## config.mk

```make
export PLATFORM = sky130hd
export DESIGN_NAME = uvst_front
export DESIGN_NICKNAME = d
export VERILOG_FILES = /design/src/hw/rtl/uvst_pkg.sv /design/src/hw/rtl/uvst_front.sv
export SDC_FILE = /design/constraint.sdc
export NUM_CORES = 1
export LEC_CHECK = 0
export BUFFER_PORTS_ARGS = -buffer_cell sky130_fd_sc_hd__buf_4
export CAP_MARGIN = 20
export CORE_MARGIN = 2
export CORE_UTILIZATION = 33
export CTS_BUF_LIST = sky130_fd_sc_hd__clkbuf_8
export CTS_CLUSTER_SIZE = 20
export DETAILED_ROUTE_END_ITERATION = 8
export GPL_ROUTABILITY_DRIVEN = 0
export PLACE_DENSITY_LB_ADDON = 0.25
export SYNTH_ARGS = -nofsm -noshare
export SYNTH_HDL_FRONTEND = slang
export SYNTH_SLANG_ARGS = --single-unit
```

## constraint.sdc

```tcl
create_clock -name clk -period 8.8 [get_ports clk]
set_input_delay 0.44 -clock clk [delete_from_list [all_inputs] [get_ports clk]]
set_output_delay 0.44 -clock clk [all_outputs]
set_load 0.05 [all_outputs]
```

## src/hw/rtl/uvst_pkg.sv

```systemverilog
// ----------------------------------------------------------------------------
// uvst_pkg
// Shared types, register codes and the quarter-wave sine generator for the
// UV sphere tile block.
// ----------------------------------------------------------------------------
package uvst_pkg;

  localparam int DEF_MAX_DIVISIONS    = 256;
  localparam int DEF_SINE_TABLE_DEPTH = 1024;

  localparam int CNT_W = 9;    // stack / slice count
  localparam int IDX_W = 8;    // stack / slice index
  localparam int RAD_W = 16;   // radius, Q8.8
  localparam int QW    = 20;   // quotient of k * 2^FRAC / count
  localparam int FRAC  = 17;
  localparam int MAG_W = 15;   // sine magnitude, Q1.14 up to 16384
  localparam int POS_W = 17;
  localparam int NRM_W = 16;
  localparam int TEX_W = 17;
  localparam int VERTS = 6;

  localparam logic [1:0] REG_RADIUS = 2'd0;
  localparam logic [1:0] REG_STACKS = 2'd1;
  localparam logic [1:0] REG_SLICES = 2'd2;

  localparam logic [RAD_W-1:0] RADIUS_RST = 16'd256;
  localparam logic [CNT_W-1:0] STACKS_RST = 9'd16;
  localparam logic [CNT_W-1:0] SLICES_RST = 9'd16;

  // One tile after division: quotients for both latitudes and longitudes
  typedef struct packed {
    logic          bad;
    logic [QW-1:0] q_lat0;
    logic [QW-1:0] q_lat1;
    logic [QW-1:0] q_lon0;
    logic [QW-1:0] q_lon1;
  } tile_t;

  typedef struct packed {
    logic signed [POS_W-1:0] pos_x;
    logic signed [POS_W-1:0] pos_y;
    logic signed [POS_W-1:0] pos_z;
    logic signed [NRM_W-1:0] norm_x;
    logic signed [NRM_W-1:0] norm_y;
    logic signed [NRM_W-1:0] norm_z;
    logic [TEX_W-1:0]        tex_u;
    logic [TEX_W-1:0]        tex_v;
    logic                    last;
    logic                    bad;
  } vertex_t;

  // Odd polynomial through x^11, Q30 Horner, rounded to Q1.14.
  // idx is the quarter-wave position divided by four; lg is log2 of the depth.
  function automatic logic [MAG_W-1:0] sine_mag(input int unsigned idx,
                                                input int unsigned lg);
    longint unsigned x;
    longint unsigned x2;
    longint unsigned t;
    longint unsigned s;
    x  = longint'(idx) << (32 - lg);
    x2 = (x * x) >> 30;
    t  = 64'd172272 - ((x2 * 64'd3864) >> 30);
    t  = 64'd5026995 - ((x2 * t) >> 30);
    t  = 64'd85569306 - ((x2 * t) >> 30);
    t  = 64'd693598668 - ((x2 * t) >> 30);
    t  = 64'd1686629713 - ((x2 * t) >> 30);
    s  = (x * t) >> 30;
    s  = (s + 64'd32768) >> 16;
    if (s > 64'd16384) s = 64'd16384;
    return MAG_W'(s);
  endfunction

endpackage

```

## src/hw/rtl/uvst_front.sv

```systemverilog
// ----------------------------------------------------------------------------
// uvst_front
// Accepts a tile, flags bad indices and divides the four angle indices by
// their counts, four quotient bits per cycle on four lanes.
// ----------------------------------------------------------------------------
module uvst_front (
  input  logic                        clk,
  input  logic                        rst,
  input  logic                        s_tvalid,
  output logic                        s_tready,
  input  logic [15:0]                 s_tdata,   // stack_index, slice_index
  input  logic [uvst_pkg::CNT_W-1:0]  stacks,
  input  logic [uvst_pkg::CNT_W-1:0]  slices,
  output logic                        q_valid,
  input  logic                        q_ready,
  output uvst_pkg::tile_t             q_data
);
  import uvst_pkg::*;

  localparam int LANES = 4;
  localparam int BPS   = 4;
  localparam int STEPS = QW / BPS;

  logic             busy;
  logic             done;
  logic [2:0]       cnt;
  logic             bad;
  logic [CNT_W-1:0] rem      [LANES];
  logic [QW-1:0]    quo      [LANES];
  logic [CNT_W-1:0] rem_next [LANES];
  logic [QW-1:0]    quo_next [LANES];
  logic [CNT_W-1:0] kval     [LANES];
  logic             acc;
  logic             push;
  logic [IDX_W-1:0] stack_idx;
  logic [IDX_W-1:0] slice_idx;

  assign stack_idx = s_tdata[7:0];
  assign slice_idx = s_tdata[15:8];
  assign q_valid   = done;
  assign push      = q_valid & q_ready;
  assign s_tready  = ~busy | push;
  assign acc       = s_tvalid & s_tready;

  assign kval[0] = {1'b0, stack_idx};
  assign kval[1] = {1'b0, stack_idx} + 9'd1;
  assign kval[2] = {1'b0, slice_idx};
  assign kval[3] = {1'b0, slice_idx} + 9'd1;

  // restoring division, latitude lanes by stacks, longitude lanes by slices
  always_comb begin
    logic [CNT_W-1:0] r;
    logic [QW-1:0]    d;
    logic [CNT_W:0]   tr;
    logic [CNT_W-1:0] dv;
    for (int l = 0; l < LANES; l++) begin
      r  = rem[l];
      d  = quo[l];
      dv = (l < 2) ? stacks : slices;
      for (int b = 0; b < BPS; b++) begin
        tr = {r, d[QW-1]};
        d  = {d[QW-2:0], 1'b0};
        if (tr >= {1'b0, dv}) begin
          r    = CNT_W'(tr - {1'b0, dv});
          d[0] = 1'b1;
        end else begin
          r = tr[CNT_W-1:0];
        end
      end
      rem_next[l] = r;
      quo_next[l] = d;
    end
  end

  always_ff @(posedge clk) begin
    if (rst) begin
      busy <= 1'b0;
      done <= 1'b0;
      cnt  <= '0;
    end else if (acc) begin
      busy <= 1'b1;
      done <= 1'b0;
      cnt  <= '0;
    end else if (push) begin
      busy <= 1'b0;
      done <= 1'b0;
    end else if (busy && !done) begin
      cnt <= cnt + 3'd1;
      if (cnt == 3'(STEPS - 1)) done <= 1'b1;
    end
  end

  always_ff @(posedge clk) begin
    if (acc) begin
      bad <= (stack_idx >= stacks) | (slice_idx >= slices);
      for (int l = 0; l < LANES; l++) begin
        rem[l] <= CNT_W'(kval[l] >> (QW - FRAC));
        quo[l] <= {kval[l][QW-FRAC-1:0], {FRAC{1'b0}}};
      end
    end else if (busy && !done) begin
      for (int l = 0; l < LANES; l++) begin
        rem[l] <= rem_next[l];
        quo[l] <= quo_next[l];
      end
    end
  end

  assign q_data = '{bad: bad, q_lat0: quo[0], q_lat1: quo[1],
                    q_lon0: quo[2], q_lon1: quo[3]};

`ifndef SYNTH
  a_acc_starts: assert property (@(posedge clk) disable iff (rst)
    acc |=> busy && !done) else $error("tile not started on transfer");
  a_div_holds: assert property (@(posedge clk) disable iff (rst)
    busy && !done |=> busy) else $error("division abandoned");
  a_done_count: assert property (@(posedge clk) disable iff (rst)
    $rose(done) |-> $past(cnt) == 3'(STEPS - 1)) else $error("short division");
`endif

endmodule

```

==> results.py, run 1 <==
metrics = {
    "setup_path": {
        "crit_fanout": 14,
        "setup.worst_path.class": "register to register",
        "r2r_start": "quo[3][19]",
        "startpoint": "quo[3][19]",
        "cp-end-kind": "register",
        "required_ps": 8990,
        "crit_path_frequent_cell": "a21o_1",
        "start_kind": "register",
        "arrival_ps": 8500,
        "slowest_stage": "fa_1",
        "slowest_delay_ps": 460,
    },
    "sta": {
        "finalMaxSlewViolations": 0,
        "fin_worst_skew_ps": 13.5,
        "fmax_mhz": 120,
        "setup_viol": 0,
        "tns_ps": 0,
        "relSlewSlack": 0.390,
        "fin_crit_sh": 0.944,
        "fin_crit_ps": 8310,
        "rsz0062_at_grt": "no",
        "worst_pin_slew_ps": 915,
        "finalHoldViolations": 0,
    },
    "floorplan": {
        "core_area_um2": 39900,
        "ios": 121,
        "die_area_um2": 42200,
        "row_count": 73,
        "die_x_um": 205,
        "start_util": 0.335,
        "die_h_um": 205,
    },
    "synth": {
        "synth_ff_type": "edfxtp_1",
        "yosysSeqAreaShare": 0.270,
        "synth_top_area_frac": 0.263,
        "ys.warnings.count": 0,
        "synth_most_common_cell": "ha_1",
        "synth_fa_ha_area_frac": 0.177,
        "ys_async_sr_fraction": 0,
        "synth_compound_area_frac": 0.189,
        "synth_cell_types": 80,
        "ys_seq_elements": 122,
        "synthSimpleGateAreaFrac": 0.168,
        "synth_mux_area_frac": 0.0592,
        "syn-num-nets": 1710,
        "synth_area_um2": 13400,
        "synth_top_family_by_area": "compound AO/OA/AOI/OAI gates",
        "synth_edf_count": 117,
        "yosys.area_share.xor_xnor": 0.0622,
        "syn-mean-instance-area_um2": 8.96,
        "synth_cells": 1492,
        "synthTopCellsByCount": "164 x ha_1, 117 x edfxtp_1, 114 x nor2_1, 108 x nand2_1, 97 x inv_1",
        "yosys.area.top_type": "edfxtp_1",
        "synthTopCellsByArea": "edfxtp_1 26%, ha_1 15%, buf_4 3.7%",
    },
    "clock_tree": {
        "clockRootBuffer": "clkbuf_8",
        "htreeDepth": 4,
        "insertion_delay_ps": 470,
        "numCtsBuffers": 17,
        "cts_max_path_buffers": 2,
        "clock_sinks": 122,
        "cts_tree": "done",
        "clkTransAtPathRegs_ps": 90,
    },
    "route": {
        "wl_per_cell_um": 18.8,
        "drtIter0Drc": 777,
        "drc_errors": 0,
        "ant_nets": 0,
        "wl_um": 40200,
        "dr.pass1.iters": 8,
        "num_vias": 11352,
        "vias_per_cell": 5.32,
    },
    "global_route": {
        "antenna_found_initial": 0,
        "grt-ovfl-total": 0,
        "grt_usage": 0.192,
        "grt_pass1_wl_um": 62700,
        "grt_pass1_vias": 11153,
        "grt_max_degree": 95,
    },
    "min_path": {
        "hp-class": "input port to register",
        "min_from": "rst",
    },
    "placement": {
        "port_buffers": 120,
        "post-dp-hpwl_um": 31600,
    },
    "layout": {
        "area_growth_pct": 15.0,
        "fillers": 4010,
        "nets": 1815,
        "drive_gt1_frac": 0.192,
        "diodes": 0,
    },
    "job": {
        "cap_violations": 0,
    },
    "outcome": {
        "status": "complete, no violations",
    },
}
==> flip-flops by register name, summed over array words and instances (netlist names) <==
signal and cells:
quo 80, cnt 3, bad 1, rem 36, q_valid 1, busy 1
==> worst paths after layout <==
kind | to | slack (ps) | cells after the start
min | busy | 160 | 2
max reg2reg | rem[3][5] | 490 | 32
max | rem[3][5] | 490 | 32
min reg2reg | cnt[1] | 480 | 2
==> worst max-delay path, delay by kind of cell, from the launching register on <==
kind | cells | cell delay (ps)
AO/OA/AOI/OAI | 18 | 3760
adder cells (fa/ha/maj) | 5 | 1630
buffers and inverters | 2 | 130
flip-flops | 1 | 400
multiplexers | 5 | 1810
AND/OR/NAND/NOR | 2 | 260
==> cell families (layout without fill, tap and decap cells) <==
| family | Yosys count | in the layout |
|---|---|---|
| buf+inv | 193 | 311 |
| simple gates | 451 | 451 |
| flops | 122 | 122 |
| compound gates | 377 | 377 |
| xor+xnor | 95 | 95 |
| mux | 74 | 74 |
| fa+ha+maj | 180 | 180 |
==> metrics by stage <==
stage          worst slack, ps  utilization  instances  hold slack, ps  instance area, um^2
3_3_place_gp              -118        0.369       2096             461                14700
3_5_place_dp              -187        0.369       2096             474                14700
5_1_grt                   6.38        0.385       2135             152                15400
4_1_cts                   61.9        0.379       2128             156                15100
6_report                   489        0.385       2135             159                15400
2_1_floorplan              281            -       1492             453                13400
==> cells in the final DEF, fill, tap and decap left out, drive strengths merged, types with 26 or more instances in the layout <==
cell,count
buf,182
ha,164
edfxtp,117
nor2,115
nand2,108
inv,101
a21oi,94
o21ai,88
and2,61
xnor2,55
a21o,47
xor2,40
mux2,38
mux2i,36
nor3,30
nand3,26
==> per-layer routing <==
metal / global-route usage / vias up / share of wire
met5: 0 / - / 0
met4: 0.0460 / 0 / 0.016
met3: 0.0266 / 46 / 0.055
met2: 0.297 / 301 / 0.43
met1: 0.280 / 5425 / 0.50
li1: - / 5580 / -
==> area by class of cell <==
cell class                 instances  area (um^2)  share of cell area
clock inverter                    15          148             0.00960
tap                              525          657              0.0427
timing repair buffer             182         1380              0.0899
sequential                       122         3610               0.235
multi-input combinational       1177         8980               0.584
clock buffer                      17          234              0.0152
inverter                          97          364              0.0237
==> repair_timing <==
action | 4_1_cts | 5_1_grt
gates resized for setup | 5 | 44
endpoints found under the setup margin | 9 | 40
hold buffers | 0 | 0
pin swaps | 0 | 4
buffers inserted | 0 | 7
Power of run 1 is not shown: default switching activity piles up to over one toggle a cycle in this logic, so the estimate is an artifact.
==> inputs of run 2 (changes only) <==
--- a/config.mk
+++ b/config.mk
@@ -13,7 +13,7 @@
 export CTS_CLUSTER_SIZE = 20
 export DETAILED_ROUTE_END_ITERATION = 8
 export GPL_ROUTABILITY_DRIVEN = 0
-export PLACE_DENSITY_LB_ADDON = 0.25
+export PLACE_DENSITY = 0.62
 export SYNTH_ARGS = -nofsm -noshare
 export SYNTH_HDL_FRONTEND = slang
 export SYNTH_SLANG_ARGS = --single-unit
==> results.py, run 2 (synthesis results as in run 1) <==
metrics = {
    "min_path": {
        "hp-class": "input port to register",
        "min_from": "rst",
    },
    "floorplan": {
        "die_area_um2": 42200,
        "ios": 121,
        "start_util": 0.335,
        "core_area_um2": 39900,
        "row_count": 73,
        "die_x_um": 205,
        "die_h_um": 205,
    },
    "layout": {
        "reg_top3": "quo x80, rem x36, cnt x3",
        "layout_common_cells": "178 x buf_4, 164 x ha_1, 117 x edfxtp_1",
        "layout_commonest_cell": "buf_4",
        "largest_reg_flops": 80,
        "nets": 1813,
        "drive_gt1_frac": 0.189,
        "multi_input_area_um2": 8940,
        "layout.cells.non_filler": 2132,
        "fin_util": 0.384,
        "area_growth_pct": 14.6,
        "seq_area_um2": 3610,
        "diodes": 0,
        "regMostFlops": "quo",
        "fillers": 3997,
    },
    "setup_path": {
        "setup.worst_path.class": "register to register",
        "required_ps": 9010,
        "crit_fanout": 14,
        "crit_buf_inv": 5,
        "slowest_delay_ps": 450,
        "r2r_start": "quo[3][19]",
        "critical_path.top_delay_family": "compound AO/OA/AOI/OAI gates",
        "crit_path_frequent_cell": "ha_1",
        "cp-end-kind": "register",
        "arrival_ps": 8630,
        "slowest_stage": "fa_1",
        "startpoint": "quo[3][19]",
        "start_kind": "register",
    },
    "sta": {
        "fin_worst_skew_ps": 19.9,
        "fin_crit_ps": 8420,
        "setup_viol": 0,
        "finalMaxSlewViolations": 0,
        "worst_pin_slew_ps": 940,
        "fin_crit_sh": 0.957,
        "tns_ps": 0,
        "finalHoldViolations": 0,
        "relSlewSlack": 0.373,
        "fmax_mhz": 119,
    },
    "job": {
        "cap_violations": 0,
    },
    "clock_tree": {
        "numCtsBuffers": 17,
        "htreeDepth": 4,
        "clock_sinks": 122,
        "clkTransAtPathRegs_ps": 90,
        "clockRootBuffer": "clkbuf_8",
        "cts_max_path_buffers": 2,
        "cts-hold-fix-buffers": 0,
        "cts_tree": "done",
        "insertion_delay_ps": 500,
    },
    "placement": {
        "dp.cells": 2094,
        "post-dp-hpwl_um": 30500,
        "port_buffers": 120,
    },
    "route": {
        "wl_per_cell_um": 18.2,
        "drtIter0Drc": 746,
        "drc_errors": 0,
        "num_vias": 11339,
        "dr.pass1.iters": 7,
        "vias_per_cell": 5.32,
        "ant_nets": 0,
        "wl_um": 38800,
    },
    "outcome": {
        "status": "complete, no violations",
    },
    "global_route": {
        "grt_usage": 0.183,
        "grt_pass1_vias": 10898,
        "grt-ovfl-total": 0,
        "antenna_found_initial": 1,
        "grt_max_degree": 95,
        "grt_pass1_wl_um": 59800,
    },
}
run 2: metal layers:
layer  vias up  wire [um]  global-route usage
met5         -          0                   0
met4         0        630              0.0511
met3        42       2070              0.0303
met2       305      17300               0.287
met1      5415      18800               0.259
li1       5577          -                   -
run 2: final timing paths:
path,endpoint,depth (start not counted),slack [ps]
worst max-delay path,rem[3][3],34,380
worst min-delay path,busy,2,110
worst max register to register,rem[3][3],34,380
worst min register to register,cnt[1],2,480
run 2: through the flow:
stage | hold slack [ps] | setup slack [ps] | area [um^2]
floorplan | 453 | 281 | 13400
global placement | 460 | -229 | 14700
detailed placement | 471 | -207 | 14700
CTS | 76.9 | 43.7 | 15100
global route | 83.3 | -36.1 | 15300
finish | 113 | 380 | 15300
run 2: cell type report:
| type | count | area share |
|---|---|---|
| Clock buffer | 17 | 0.0153 |
| Clock inverter | 14 | 0.00979 |
| Inverter | 97 | 0.0238 |
| Multi-Input combinational cell | 1177 | 0.583 |
| Sequential cell | 122 | 0.236 |
| Tap cell | 525 | 0.0429 |
| Timing Repair Buffer | 180 | 0.0892 |
run 2: what timing repair did:
item / in CTS / in global routing
resized for setup: 3 / 36
setup buffers: 0 / 7
pin swaps: 0 / 3
cloned: 0 / 0
setup endpoints to repair: 9 / 39
Power of run 2 is left out for the same reason.
