File: src/hw/rtl/uvst_pkg.sv
// ----------------------------------------------------------------------------
// uvst_pkg
// Shared types, register codes and the quarter-wave sine generator for the
// UV sphere tile block.
// ----------------------------------------------------------------------------
package uvst_pkg;

  localparam int DEF_MAX_DIVISIONS    = 256;
  localparam int DEF_SINE_TABLE_DEPTH = 1024;

  localparam int CNT_W = 9;    // stack / slice count
  localparam int IDX_W = 8;    // stack / slice index
  localparam int RAD_W = 16;   // radius, Q8.8
  localparam int QW    = 20;   // quotient of k * 2^FRAC / count
  localparam int FRAC  = 17;
  localparam int MAG_W = 15;   // sine magnitude, Q1.14 up to 16384
  localparam int POS_W = 17;
  localparam int NRM_W = 16;
  localparam int TEX_W = 17;
  localparam int VERTS = 6;

  localparam logic [1:0] REG_RADIUS = 2'd0;
  localparam logic [1:0] REG_STACKS = 2'd1;
  localparam logic [1:0] REG_SLICES = 2'd2;

  localparam logic [RAD_W-1:0] RADIUS_RST = 16'd256;
  localparam logic [CNT_W-1:0] STACKS_RST = 9'd16;
  localparam logic [CNT_W-1:0] SLICES_RST = 9'd16;

  // One tile after division: quotients for both latitudes and longitudes
  typedef struct packed {
    logic          bad;
    logic [QW-1:0] q_lat0;
    logic [QW-1:0] q_lat1;
    logic [QW-1:0] q_lon0;
    logic [QW-1:0] q_lon1;
  } tile_t;

  typedef struct packed {
    logic signed [POS_W-1:0] pos_x;
    logic signed [POS_W-1:0] pos_y;
    logic signed [POS_W-1:0] pos_z;
    logic signed [NRM_W-1:0] norm_x;
    logic signed [NRM_W-1:0] norm_y;
    logic signed [NRM_W-1:0] norm_z;
    logic [TEX_W-1:0]        tex_u;
    logic [TEX_W-1:0]        tex_v;
    logic                    last;
    logic                    bad;
  } vertex_t;

  // Odd polynomial through x^11, Q30 Horner, rounded to Q1.14.
  // idx is the quarter-wave position divided by four; lg is log2 of the depth.
  function automatic logic [MAG_W-1:0] sine_mag(input int unsigned idx,
                                                input int unsigned lg);
    longint unsigned x;
    longint unsigned x2;
    longint unsigned t;
    longint unsigned s;
    x  = longint'(idx) << (32 - lg);
    x2 = (x * x) >> 30;
    t  = 64'd172272 - ((x2 * 64'd3864) >> 30);
    t  = 64'd5026995 - ((x2 * t) >> 30);
    t  = 64'd85569306 - ((x2 * t) >> 30);
    t  = 64'd693598668 - ((x2 * t) >> 30);
    t  = 64'd1686629713 - ((x2 * t) >> 30);
    s  = (x * t) >> 30;
    s  = (s + 64'd32768) >> 16;
    if (s > 64'd16384) s = 64'd16384;
    return MAG_W'(s);
  endfunction

endpackage

File: src/hw/rtl/uvst_queue.sv
// ----------------------------------------------------------------------------
// uvst_queue
// Two-entry tile queue between the divider front and the vertex back end.
// ----------------------------------------------------------------------------
module uvst_queue (
  input  logic            clk,
  input  logic            rst,
  input  logic            wr_valid,
  output logic            wr_ready,
  input  uvst_pkg::tile_t wr_data,
  output logic            rd_valid,
  input  logic            rd_ready,
  output uvst_pkg::tile_t rd_data
);
  import uvst_pkg::*;

  localparam int DEPTH = 2;
  localparam int PW    = $clog2(DEPTH);

  tile_t          mem [DEPTH];
  logic [PW-1:0]  wr_ptr;
  logic [PW-1:0]  rd_ptr;
  logic [PW:0]    fill;
  logic           wr_en;
  logic           rd_en;

  assign wr_ready = (fill != (PW+1)'(DEPTH));
  assign rd_valid = (fill != '0);
  assign wr_en    = wr_valid & wr_ready;
  assign rd_en    = rd_valid & rd_ready;
  assign rd_data  = mem[rd_ptr];

  always_ff @(posedge clk) begin
    if (wr_en) mem[wr_ptr] <= wr_data;
  end

  always_ff @(posedge clk) begin
    if (rst) begin
      wr_ptr <= '0;
      rd_ptr <= '0;
      fill   <= '0;
    end else begin
      if (wr_en) wr_ptr <= wr_ptr + PW'(1);
      if (rd_en) rd_ptr <= rd_ptr + PW'(1);
      case ({wr_en, rd_en})
        2'b10:   fill <= fill + (PW+1)'(1);
        2'b01:   fill <= fill - (PW+1)'(1);
        default: fill <= fill;
      endcase
    end
  end

endmodule

File: config.mk
export PLATFORM = sky130hd
export DESIGN_NAME = uvst_queue
export DESIGN_NICKNAME = d
export VERILOG_FILES = /design/src/hw/rtl/uvst_pkg.sv /design/src/hw/rtl/uvst_queue.sv
export SDC_FILE = /design/constraint.sdc
export NUM_CORES = 1
export LEC_CHECK = 0
export ABC_AREA = 1
export ABC_CLOCK_PERIOD_IN_PS = 8700
export BUFFER_PORTS_ARGS = -buffer_cell sky130_fd_sc_hd__buf_2
export CAP_MARGIN = 10
export CELL_PAD_IN_SITES_DETAIL_PLACEMENT = 1
export CELL_PAD_IN_SITES_GLOBAL_PLACEMENT = 1
export CORE_UTILIZATION = 48
export DETAILED_ROUTE_END_ITERATION = 12
export PLACE_DENSITY = 0.91
export RECOVER_POWER = 100
export REMOVE_ABC_BUFFERS = 1
export SLEW_MARGIN = 15
export SYNTH_ARGS = -nofsm -noshare
export SYNTH_HDL_FRONTEND = slang
export SYNTH_SLANG_ARGS = --single-unit
File: constraint.sdc
create_clock -name clk -period 8.7 [get_ports clk]
set_clock_uncertainty 0.2 [all_clocks]
set_input_delay 0.435 -clock clk [delete_from_list [all_inputs] [get_ports clk]]
set_output_delay 0.435 -clock clk [all_outputs]
set_load 0.02 [all_outputs]
==> results.md, run 1 <==
- TritonCTS clock tree: done
- Core ar.: 0.0132 mm²
- Hold Crit Class: in -> reg
- Final-layout fill cell count: 1265
- Die height: 118 µm
- Initial Util: 49.2%
- Fin crit period: 5260 ps
- CP Launch Type: register
- Initial antenna violation count: 0
- Tightest hold margin: 19.7 ps
- Static Leakage: 0.00292 µW
- Cell total after placement: 627
- Mapped Avg Cell Area: 22.4 µm²
- DRC viols: 0
- Global-route wire length before repair: 19.7 mm
- Share of layout cells above drive strength 1: 26.8%
- Die Wd: 118 µm
- Grt met1 use: 20.2%
- Synth Register Bits: 167
- Slew Viols, Final: 203
- CTS Root Buffer Type: clkbuf_16
- Pwr dens: 271 mW/mm²
- Fin crit share: 60.5%
- Slowest cell on crit path: clkbuf_1
- Clock sink count: 167
- Met3 Track Usage GR: 5.94%
- Iter 0 DRT Violations: 164
- Failing checks: max-capacitance violations, max-slew violations
- Capturing point of the worst reg2reg path: mem[1][33]
- DRT Wirelength: 13.1 mm
- Final setup margin: 3440 ps
- Critical path's largest stage delay: 2580 ps
- Worst r2r src: fill[0]
- Worst-path fanout max: 62
- Grt met2 use: 36.1%
- Area Overhead vs Synth: 23.3%
- FMAX: 0.190 GHz
- Setup crit end kind: register
- Nets: 597
- Distinct cells, synth: 13
- PortBufs: 167
- Warnings, synthesis: 0
- Fin. Hold Viols: 0
- CP Class: reg -> reg
- Flop2flop setup slack: 3440 ps
- Max-slew headroom: -138%
- Outcome: complete, but fails checks
- Crit path cell chain: inv_1 -> nand2_1 -> nand2_1 -> nor2_1 -> clkbuf_1
- DRT antenna net count: 0
- Routed WL per cell: 18.8 µm
- Worst Hold Path Cells: 1
- Worst path required time: 8440 ps
- Via Count: 3369
- Vias per inst: 4.83
- Total GRT Usage: 19.3%
- DPL Wire Length: 8.39 mm
- Finished Layout Cells: 698
- R2r worst-path depth: 5
- Vias in the first global route: 3601
- Pre-CTS setup slack: 5860 ps
- Pin count of the biggest net entering global routing: 63
- MaxCap Viol Count: 5
- Cells after Synth: 290
- Placer's final routability congestion estimate: 0.671
- CP Data Arrival Time: 5000 ps
- Post-CTS Setup Inserts: 0
- Post-synthesis sequential area ratio: 76.5%
- Final-report setup violation count: 0
- Deepest clock path buffer count: 2
- Rows: 42
- Critical Path Most Common Cell: nand2_1
- Worst slew pin tran: 3570 ps
- Area of the die: 0.0140 mm²
- Hold path start: wr_data[50]
- Commonest non-fill, non-tap cells in the layout: edfxtp_1 (162), buf_2 (110), mux2_1 (78)
- Drt pass-1 iters: 4
- GRT busiest layer: met2
- Clock slew at reported path FFs: 60 ps
- Congestion Overflow GR: 0
- Commonest non-fill, non-tap cell in the layout: edfxtp_1
- Antenna cells: 0
- VDD IR-drop max: 145 µV
- RSZ-0062 raised after global routing: false
- Hold path endpoint: mem[0][50]
- Area of the mapped netlist: 0.00649 mm²
- Overall power: 2170 µW
- CTS buffer count: 17
- Ports: 168
- Number of H-tree levels: 4
- Latest clock arrival within the worst-skew pair: 410 ps
- Setup Total Neg Slack: 0 ps
## kinds of logic (layout without fill, tap and decap cells)
family | after synthesis | after routing | share of synthesized area (%)
compound gates | 5 | 5 | 0.386
flops | 167 | 167 | 76.5
simple gates | 19 | 19 | 1.14
buf+inv | 17 | 249 | 3.10
fa+ha+maj | 1 | 1 | 0.193
mux | 81 | 81 | 18.7
## sequential cells by signal, summed over array words and instances (netlist names), named ones only
signal,cells
fill,2
mem,162
rd_ptr,1
wr_ptr,1
## critical path: cells and delay by family (launching register included)
kind / cells / cell delay [ps]
flip-flops: 1 / 340
AND/OR/NAND/NOR: 3 / 1470
buffers and inverters: 2 / 2690
## area by class of cell
class                           instances  area [µm²]  share of cell area, %
Clock buffer                           18         429                   5.36
Clock inverter                         12         136                   1.70
Sequential cell                       167        4960                   62.0
Timing Repair Buffer                  211        1190                   14.9
Multi-Input combinational cell        106        1030                   12.9
Inverter                                8        30.0                  0.375
Tap cell                              176         220                   2.75
## synth_stat cells
master	count	share of area (%)
edfxtp_1	162	75
mux2_4	80	19
nor2_1	10	0.58
buf_12	8	2.5
inv_1	8	0.46
nand2_1	8	0.46
dfxtp_1	5	1.5
o21ai_0	3	0.23
a21oi_1	2	0.15
buf_6	1	0.17
ha_1	1	0.19
mux2_2	1	0.17
nand4_1	1	0.096
## where the power goes
part	switching (µW)	total [µW]	internal (µW)
registers	36.6	1030	993
logic	269	419	150
clock network	279	721	442
## layer usage
metal / routed length, µm / up-vias
met4: 233 / 0
met1: 4990 / 1672
li1: - / 1567
met2: 7290 / 108
met5: 0 / -
met3: 612 / 22
## what timing repair did
item	CTS	global route
endpoints found under the hold margin	79	2
gates resized for setup	0	0
hold buffers	40	1
## stage by stage
step,area [µm²],util [%]
4_1_cts,8380,63.5
2_1_floorplan,6320,-
5_1_grt,8000,60.7
3_3_place_gp,7420,56.2
6_report,8000,60.7
3_5_place_dp,7420,56.2
## worst max path at each step
stage / end / from / depth (start not counted)
finish: mem[1][33] / fill[0] / 5
global placement: rd_data[63] / register / 3
CTS: rd_data[63] / register / 3
detailed placement: rd_data[63] / register / 3
floorplan: mem[0][0] / fill[0] / 4
global route: mem[1][68] / fill[0] / 5
No activity file was read; power rests on OpenSTA's default activity.
==> run 2, diff against run 1 <==
--- a/config.mk
+++ b/config.mk
@@ -5,15 +5,15 @@
 export SDC_FILE = /design/constraint.sdc
 export NUM_CORES = 1
 export LEC_CHECK = 0
-export ABC_AREA = 1
-export ABC_CLOCK_PERIOD_IN_PS = 8700
+export ABC_AREA = 0
+export ABC_CLOCK_PERIOD_IN_PS = 4800
 export BUFFER_PORTS_ARGS = -buffer_cell sky130_fd_sc_hd__buf_2
 export CAP_MARGIN = 10
 export CELL_PAD_IN_SITES_DETAIL_PLACEMENT = 1
 export CELL_PAD_IN_SITES_GLOBAL_PLACEMENT = 1
-export CORE_UTILIZATION = 48
+export CORE_UTILIZATION = 39
 export DETAILED_ROUTE_END_ITERATION = 12
-export PLACE_DENSITY = 0.91
+export PLACE_DENSITY = 0.82
 export RECOVER_POWER = 100
 export REMOVE_ABC_BUFFERS = 1
 export SLEW_MARGIN = 15
==> constraint.sdc (replaced) <==
create_clock -name clk -period 4.8 [get_ports clk]
set_clock_uncertainty 0.2 [all_clocks]
set_input_delay 0.24 -clock clk [delete_from_list [all_inputs] [get_ports clk]]
set_output_delay 0.24 -clock clk [all_outputs]
set_load 0.02 [all_outputs]
==> results.md, run 2 <==
- P_sw: 1330 µW (+130%)
- Capturing point of the worst reg2reg path: mem[1][77]
- Final setup margin: 1530 ps (-1910 ps)
- Die Wd: 126 µm (+6.9%)
- Worst r2r src: fill[0]
- Commonest non-fill, non-tap cells in the layout: edfxtp_1 (162), clkbuf_1 (147), dlygate4sd3_1 (83)
- Congestion Overflow GR: 0 (unchanged)
- Static Leakage: 0.00280 µW (-4.1%)
- Worst Hold Path Cells: 4 (+3)
- Area Overhead vs Synth: 37.7%
- Clock slew at reported path FFs: 60 ps (about the same)
- DRC viols: 0 (unchanged)
- Initial antenna violation count: 1 (+1)
- Top cells by area, synth: edfxtp_1 (80%), mux2_2 (15%), dfxtp_1 (1.7%), buf_2 (0.75%), xnor2_1 (0.29%)
- Pin count of the biggest net entering global routing: 82 (+30%)
- Pwr dens: 539 mW/mm² (+99%)
- Latest clock arrival within the worst-skew pair: 410 ps (about the same)
- Mapped Avg Cell Area: 21.9 µm² (-2.1%)
- Setup Total Neg Slack: 0 ps (unchanged)
- Final-layout fill cell count: 1485 (+17%)
- Vias per inst: 4.77 (-1.1%)
- Max FFs per register: 162 (unchanged)
- Core Util, Final: 54.9% (-5.7 points)
- Number of H-tree levels: 4 (unchanged)
- Async S/R FF share, synth: 0% (unchanged)
- Vias in the first global route: 3874 (+7.6%)
- Post-synth top area cell: edfxtp_1
- Max-slew headroom: -37.5% (+100 points)
- Nets: 624 (+4.5%)
- Clock sink count: 167 (unchanged)
- Biggest regs: mem: 162 flops, fill: 2 flops
- Worst slew pin tran: 2060 ps (-1510 ps)
- Switch share: 29.7% (+2.7 points)
- DRT Wirelength: 13.4 mm (+2.2%)
- Post-synthesis sequential area ratio: 82.1% (+5.6 points)
- Worst-path fanout max: 81 (+31%)
- Share of layout cells above drive strength 1: 23.3% (-3.6 points)
- FMAX: 0.306 GHz
- DPL Wire Length: 7.47 mm (-11%)
- Rows: 45 (+7.1%)
- Warnings, synthesis: 0 (unchanged)
- Top-count cell post-synth: edfxtp_1
- Total GRT Usage: 17.2% (-2.1 points)
- EDFF count, synth: 162 (unchanged)
- Initial Util: 39.9% (-9.3 points)
- Ports: 168 (unchanged)
- Failing checks: max-capacitance violations, max-slew violations
- R2r worst-path depth: 3 (-2)
- Area of the mapped netlist: 0.00604 mm² (-6.9%)
- RSZ-0062 raised after global routing: false
- Setup crit end kind: primary output
- Area of the die: 0.0160 mm² (+14%)
- Fin crit period: 3270 ps
- CTS Root Buffer Type: clkbuf_16
- Hold Crit Class: in -> reg
- Seq pwr share: 44.7% (-2.7 points)
- Hold path start: rd_ready
- Pre-CTS setup slack: 2220 ps (-3640 ps)
- Final-report setup violation count: 0 (unchanged)
- Die height: 126 µm (+6.9%)
- Global-route wire length before repair: 20.4 mm (+3.3%)
- Multi-input gate area: 0.00103 mm² (unchanged)
- CP Data Arrival Time: 2830 ps (-2170 ps)
- Gate power share: 25.3% (+6.0 points)
- Via Count: 3509 (+4.2%)
- Flop2flop setup slack: 1680 ps (-1760 ps)
- Deepest clock path buffer count: 2 (unchanged)
- Post-CTS Resized: 0 (unchanged)
- Slew Viols, Final: 123 (-39%)
- Routed WL per cell: 18.2 µm (-3.0%)
- CP Launch Type: register
- Distinct cells, synth: 19 (+6)
- Post-CTS Setup Inserts: 0 (unchanged)
- Iter 0 DRT Violations: 158 (-3.7%)
- Synth Register Bits: 167 (unchanged)
- Ys flop type: edfxtp_1
- Core ar.: 0.0151 mm² (+15%)
- Outcome: complete, but fails checks
- Cell Int Power: 3150 µW (+99%)
- VDD IR-drop max: 340 µV (+140%)
- Cells after Synth: 276 (-4.8%)
- Post-synth top cells: edfxtp_1 (162), mux2_2 (81), buf_2 (9), dfxtp_1 (5), nor2_1 (3)
- PortBufs: 167 (unchanged)
- TritonCTS clock tree: done
- Fin. Hold Viols: 0 (unchanged)
- Commonest non-fill, non-tap cell in the layout: edfxtp_1
- CTS buffer count: 17 (unchanged)
- Biggest register: mem
- Worst path required time: 4360 ps (-4080 ps)
- CP Class: reg -> out
- DRT antenna net count: 0 (unchanged)
- MaxCap Viol Count: 2 (-3)
- Fin crit share: 68.1%
- Yosys top cell area share: 80.5% (+5.5 points)
- Clock Power Share: 30.1% (-3.1 points)
- Drt pass-1 iters: 4 (unchanged)
- Placer's final routability congestion estimate: 0.675 (+0.49%)
- Register area: 0.00497 mm² (about the same)
## run 2: changes by cell type in the layout (fill, tap and decap cells not counted), moves of 8 or more
cell	delta
buf_2	-88
clkbuf_1	+87
dlygate4sd3_1	+42
inv_1	-8
mux2_1	-75
mux2_2	+77
## run 2: metal layers
layer	track usage, %	vias to the layer above	routed length [µm]
li1	-	1613	-
met1	18.8	1755	5240
met2	30.6	111	7220
met3	4.98	30	561
met4	8.58	0	400
met5	0	-	0
## run 2: worst max-delay path by stage
stage	from	endpoint	slack [ps]
3_3_place_gp	fill[0]	mem[0][44]	2330
2_1_floorplan	fill[0]	mem[1][0]	1470
3_5_place_dp	fill[0]	mem[0][10]	2220
5_1_grt	register	rd_data[10]	1300
4_1_cts	register	rd_data[34]	2190
6_report	register	rd_data[47]	1530
## run 2: kinds of logic after synthesis
kind of cell / share of synthesized area [%]
and+or+nand+nor: 0.787
buffers and inverters: 0.807
AOI/OAI and AO/OA: 0.538
xor gates and xnor gates: 0.435
adders and majority gates: 0.207
muxes: 15.1
DFF: 82.1
## run 2: critical path: stages (launching register included)
cell	delay, ps
dfxtp_2	1590
mux2_2	390
clkbuf_1	290
## run 2: cell type report
type / instances / area share, %
clock inverters: 7 / 1.58
multi-input cells: 99 / 12.4
inverters: 1 / 0.0602
diodes: 1 / 0.0301
flip-flops and latches: 167 / 59.7
repair buffers: 252 / 18.2
well taps: 188 / 2.83
clock buffers: 20 / 5.25
## run 2: repair_timing
item,CTS,global route
hold buffers,83,0
setup endpoints to repair,0,0
endpoints found under the hold margin,167,0
## run 2: power groups by stage
stage	sequential [µW]	combinational [µW]	clock, µW
5_1_grt	2040	1200	1430
3_5_place_dp	2040	1120	0
3_3_place_gp	2020	1100	0
6_report	2000	1130	1350
2_1_floorplan	1990	776	0
4_1_cts	2010	1180	1370
## run 2: stage by stage
stage / instances / hold WS, ps / total power (µW) / area, µm²
after floorplan: 267 / 109 / 2760 / 6000
after global placement: 623 / 229 / 3120 / 7090
after detailed placement: 623 / 231 / 3160 / 7090
after CTS: 733 / 77.7 / 4560 / 8490
after global routing: 735 / 99.3 / 4660 / 8320
final: 735 / 86.8 / 4480 / 8320
==> run 3, diff against run 2 <==
--- a/config.mk
+++ b/config.mk
@@ -5,13 +5,13 @@
 export SDC_FILE = /design/constraint.sdc
 export NUM_CORES = 1
 export LEC_CHECK = 0
-export ABC_AREA = 0
-export ABC_CLOCK_PERIOD_IN_PS = 4800
+export ABC_AREA = 1
+export ABC_CLOCK_PERIOD_IN_PS = 2800
 export BUFFER_PORTS_ARGS = -buffer_cell sky130_fd_sc_hd__buf_2
 export CAP_MARGIN = 10
 export CELL_PAD_IN_SITES_DETAIL_PLACEMENT = 1
 export CELL_PAD_IN_SITES_GLOBAL_PLACEMENT = 1
-export CORE_UTILIZATION = 39
+export CORE_UTILIZATION = 40
 export DETAILED_ROUTE_END_ITERATION = 12
 export PLACE_DENSITY = 0.82
 export RECOVER_POWER = 100
==> constraint.sdc (replaced) <==
create_clock -name clk -period 2.8 [get_ports clk]
set_clock_uncertainty 0.2 [all_clocks]
set_input_delay 0.14 -clock clk [delete_from_list [all_inputs] [get_ports clk]]
set_output_delay 0.14 -clock clk [all_outputs]
set_load 0.02 [all_outputs]
==> results.md, run 3 (synthesis results as in run 1) <==
- Outcome: finished clean
- Worst Hold Path Cells: 2 (-2)
- Total GRT Usage: 17.3% (+0.059 points)
- Pwr dens: 816 mW/mm² (+51%)
- Rows: 46 (+2.2%)
- Number of H-tree levels: 4 (unchanged)
- Post-CTS Resized: 0 (unchanged)
- Initial Util: 40.9% (+0.95 points)
- Max-slew headroom: 37.4% (+75 points)
- DRT Wirelength: 14.0 mm (+4.6%)
- MaxCap Viol Count: 0 (-2)
- Final setup margin: 585 ps (-945 ps)
- Commonest non-fill, non-tap cell in the layout: edfxtp_1
- Ports: 168 (unchanged)
- Fin crit share: 79.1%
- Core ar.: 0.0159 mm² (+4.9%)
- DRT antenna net count: 0 (unchanged)
- Via Count: 3564 (+1.6%)
- Nets: 643 (+3.0%)
- Area Overhead vs Synth: 34.1%
- Deepest clock path buffer count: 2 (unchanged)
- Die Wd: 129 µm (+2.3%)
- Worst slew pin tran: 939 ps (-1120 ps)
- VDD IR-drop max: 358 µV (+5.3%)
- Overall power: 7100 µW (+58%)
- Slew Viols, Final: 0 (-100%)
- CP Launch Type: register
- Fin. Hold Viols: 0 (unchanged)
- Iter 0 DRT Violations: 139 (-12%)
- Clock sink count: 167 (unchanged)
- DPL Wire Length: 8.71 mm (+17%)
- Worst path required time: 2640 ps (-1720 ps)
- Congestion Overflow GR: 0 (unchanged)
- Static Leakage: 0.00313 µW (+12%)
- Share of layout cells above drive strength 1: 23.5% (+0.25 points)
- Biggest regs: mem: 162 flops, fill: 2 flops
- CTS buffer count: 17 (unchanged)
- Core Util, Final: 54.8% (-0.15 points)
- Pin count of the biggest net entering global routing: 50 (-39%)
- Die height: 129 µm (+2.3%)
- Placer's final routability congestion estimate: 0.653 (-3.1%)
- Worst-path fanout max: 34 (-58%)
- Pre-CTS setup slack: 760 ps (-1460 ps)
- Routed WL per cell: 17.8 µm (-2.3%)
- Global-route wire length before repair: 20.6 mm (+1.2%)
- TritonCTS clock tree: done
- Drt pass-1 iters: 4 (unchanged)
- Vias per inst: 4.53 (-5.1%)
- DRC viols: 0 (unchanged)
- Commonest non-fill, non-tap cells in the layout: edfxtp_1 (162), clkbuf_1 (124), dlygate4sd3_1 (84)
- PortBufs: 167 (unchanged)
- Fin crit period: 2210 ps
- Area of the die: 0.0167 mm² (+4.6%)
- CP Class: reg -> reg
- CP Data Arrival Time: 2050 ps (-780 ps)
- Final-report setup violation count: 0 (unchanged)
- FMAX: 0.451 GHz
- CTS Root Buffer Type: clkbuf_16
- Latest clock arrival within the worst-skew pair: 410 ps (about the same)
- Clock slew at reported path FFs: 60 ps (about the same)
- Vias in the first global route: 3938 (+1.7%)
- R2r worst-path depth: 5 (+2)
- RSZ-0062 raised after global routing: false
- Setup crit end kind: register
- Hold Crit Class: in -> reg
- Max FFs per register: 162 (unchanged)
- Biggest register: mem
- Initial antenna violation count: 1 (unchanged)
run 3: cell count changes in the layout (fill, tap and decap cells not counted), sizes merged, moves of 2 or more:
cell and change:
xnor2 -2, buf +20, inv +10, nand2 +7, clkbuf -18, nor2 +7
clkinv +3, o21ai +2
run 3: critical path, cell delays in order (launching register included):
cell and delay [ps]:
dfxtp_1 370, inv_1 110, nand2_1 120, nand2_1 170, nor2_4 120, clkbuf_2 730
run 3: path summary, 6_finish.rpt:
check,from,endpoint,slack (ps)
hold / removal,wr_data[80],mem[1][80],240
setup / recovery,fill[0],mem[0][80],590
hold reg to reg,rd_ptr,rd_ptr,310
setup reg to reg,fill[0],mem[0][80],590
run 3: per-layer routing:
| metal | track usage, % | share of wire (%) | vias to the layer above | wire, µm |
|---|---|---|---|---|
| li1 | - | - | 1665 | - |
| met1 | 16.7 | 36 | 1736 | 5080 |
| met2 | 32.5 | 55 | 127 | 7730 |
| met3 | 5.37 | 5.5 | 36 | 771 |
| met4 | 9.48 | 3.2 | 0 | 448 |
| met5 | 0 | 0 | - | 0 |
run 3: repair_timing:
action | 4_1_cts | 5_1_grt
endpoints found under the setup margin | 0 | 0
hold buffers | 84 | 0
hold endpoints to repair | 167 | 0
setup buffers | 0 | 0
run 3: final cells by class:
| class | instances | area (µm²) |
|---|---|---|
| Fill cell | 1568 | 7180 |
| Sequential cell | 167 | 4970 |
| Timing Repair Buffer | 257 | 1590 |
| Multi-Input combinational cell | 106 | 1230 |
| Clock buffer | 18 | 429 |
| Tap cell | 216 | 270 |
| Clock inverter | 14 | 180 |
| Inverter | 8 | 30.0 |
| Antenna cell | 1 | 2.50 |
run 3: stage by stage:
step	hold WS, ps	instance area (µm²)	TNS, ps	cells
3_3_place_gp	128	7510	0	670
5_1_grt	233	8700	0	787
3_5_place_dp	133	7510	0	670
2_1_floorplan	38.9	6320	-429030	281
4_1_cts	218	8960	0	786
6_report	244	8700	0	787
run 3: power breakdown:
group          leakage [µW]  switching, µW  total, µW  internal (µW)
registers           0.00156            101       3170           3060
clock network      0.000297            923       2410           1490
logic               0.00128            900       1530            627
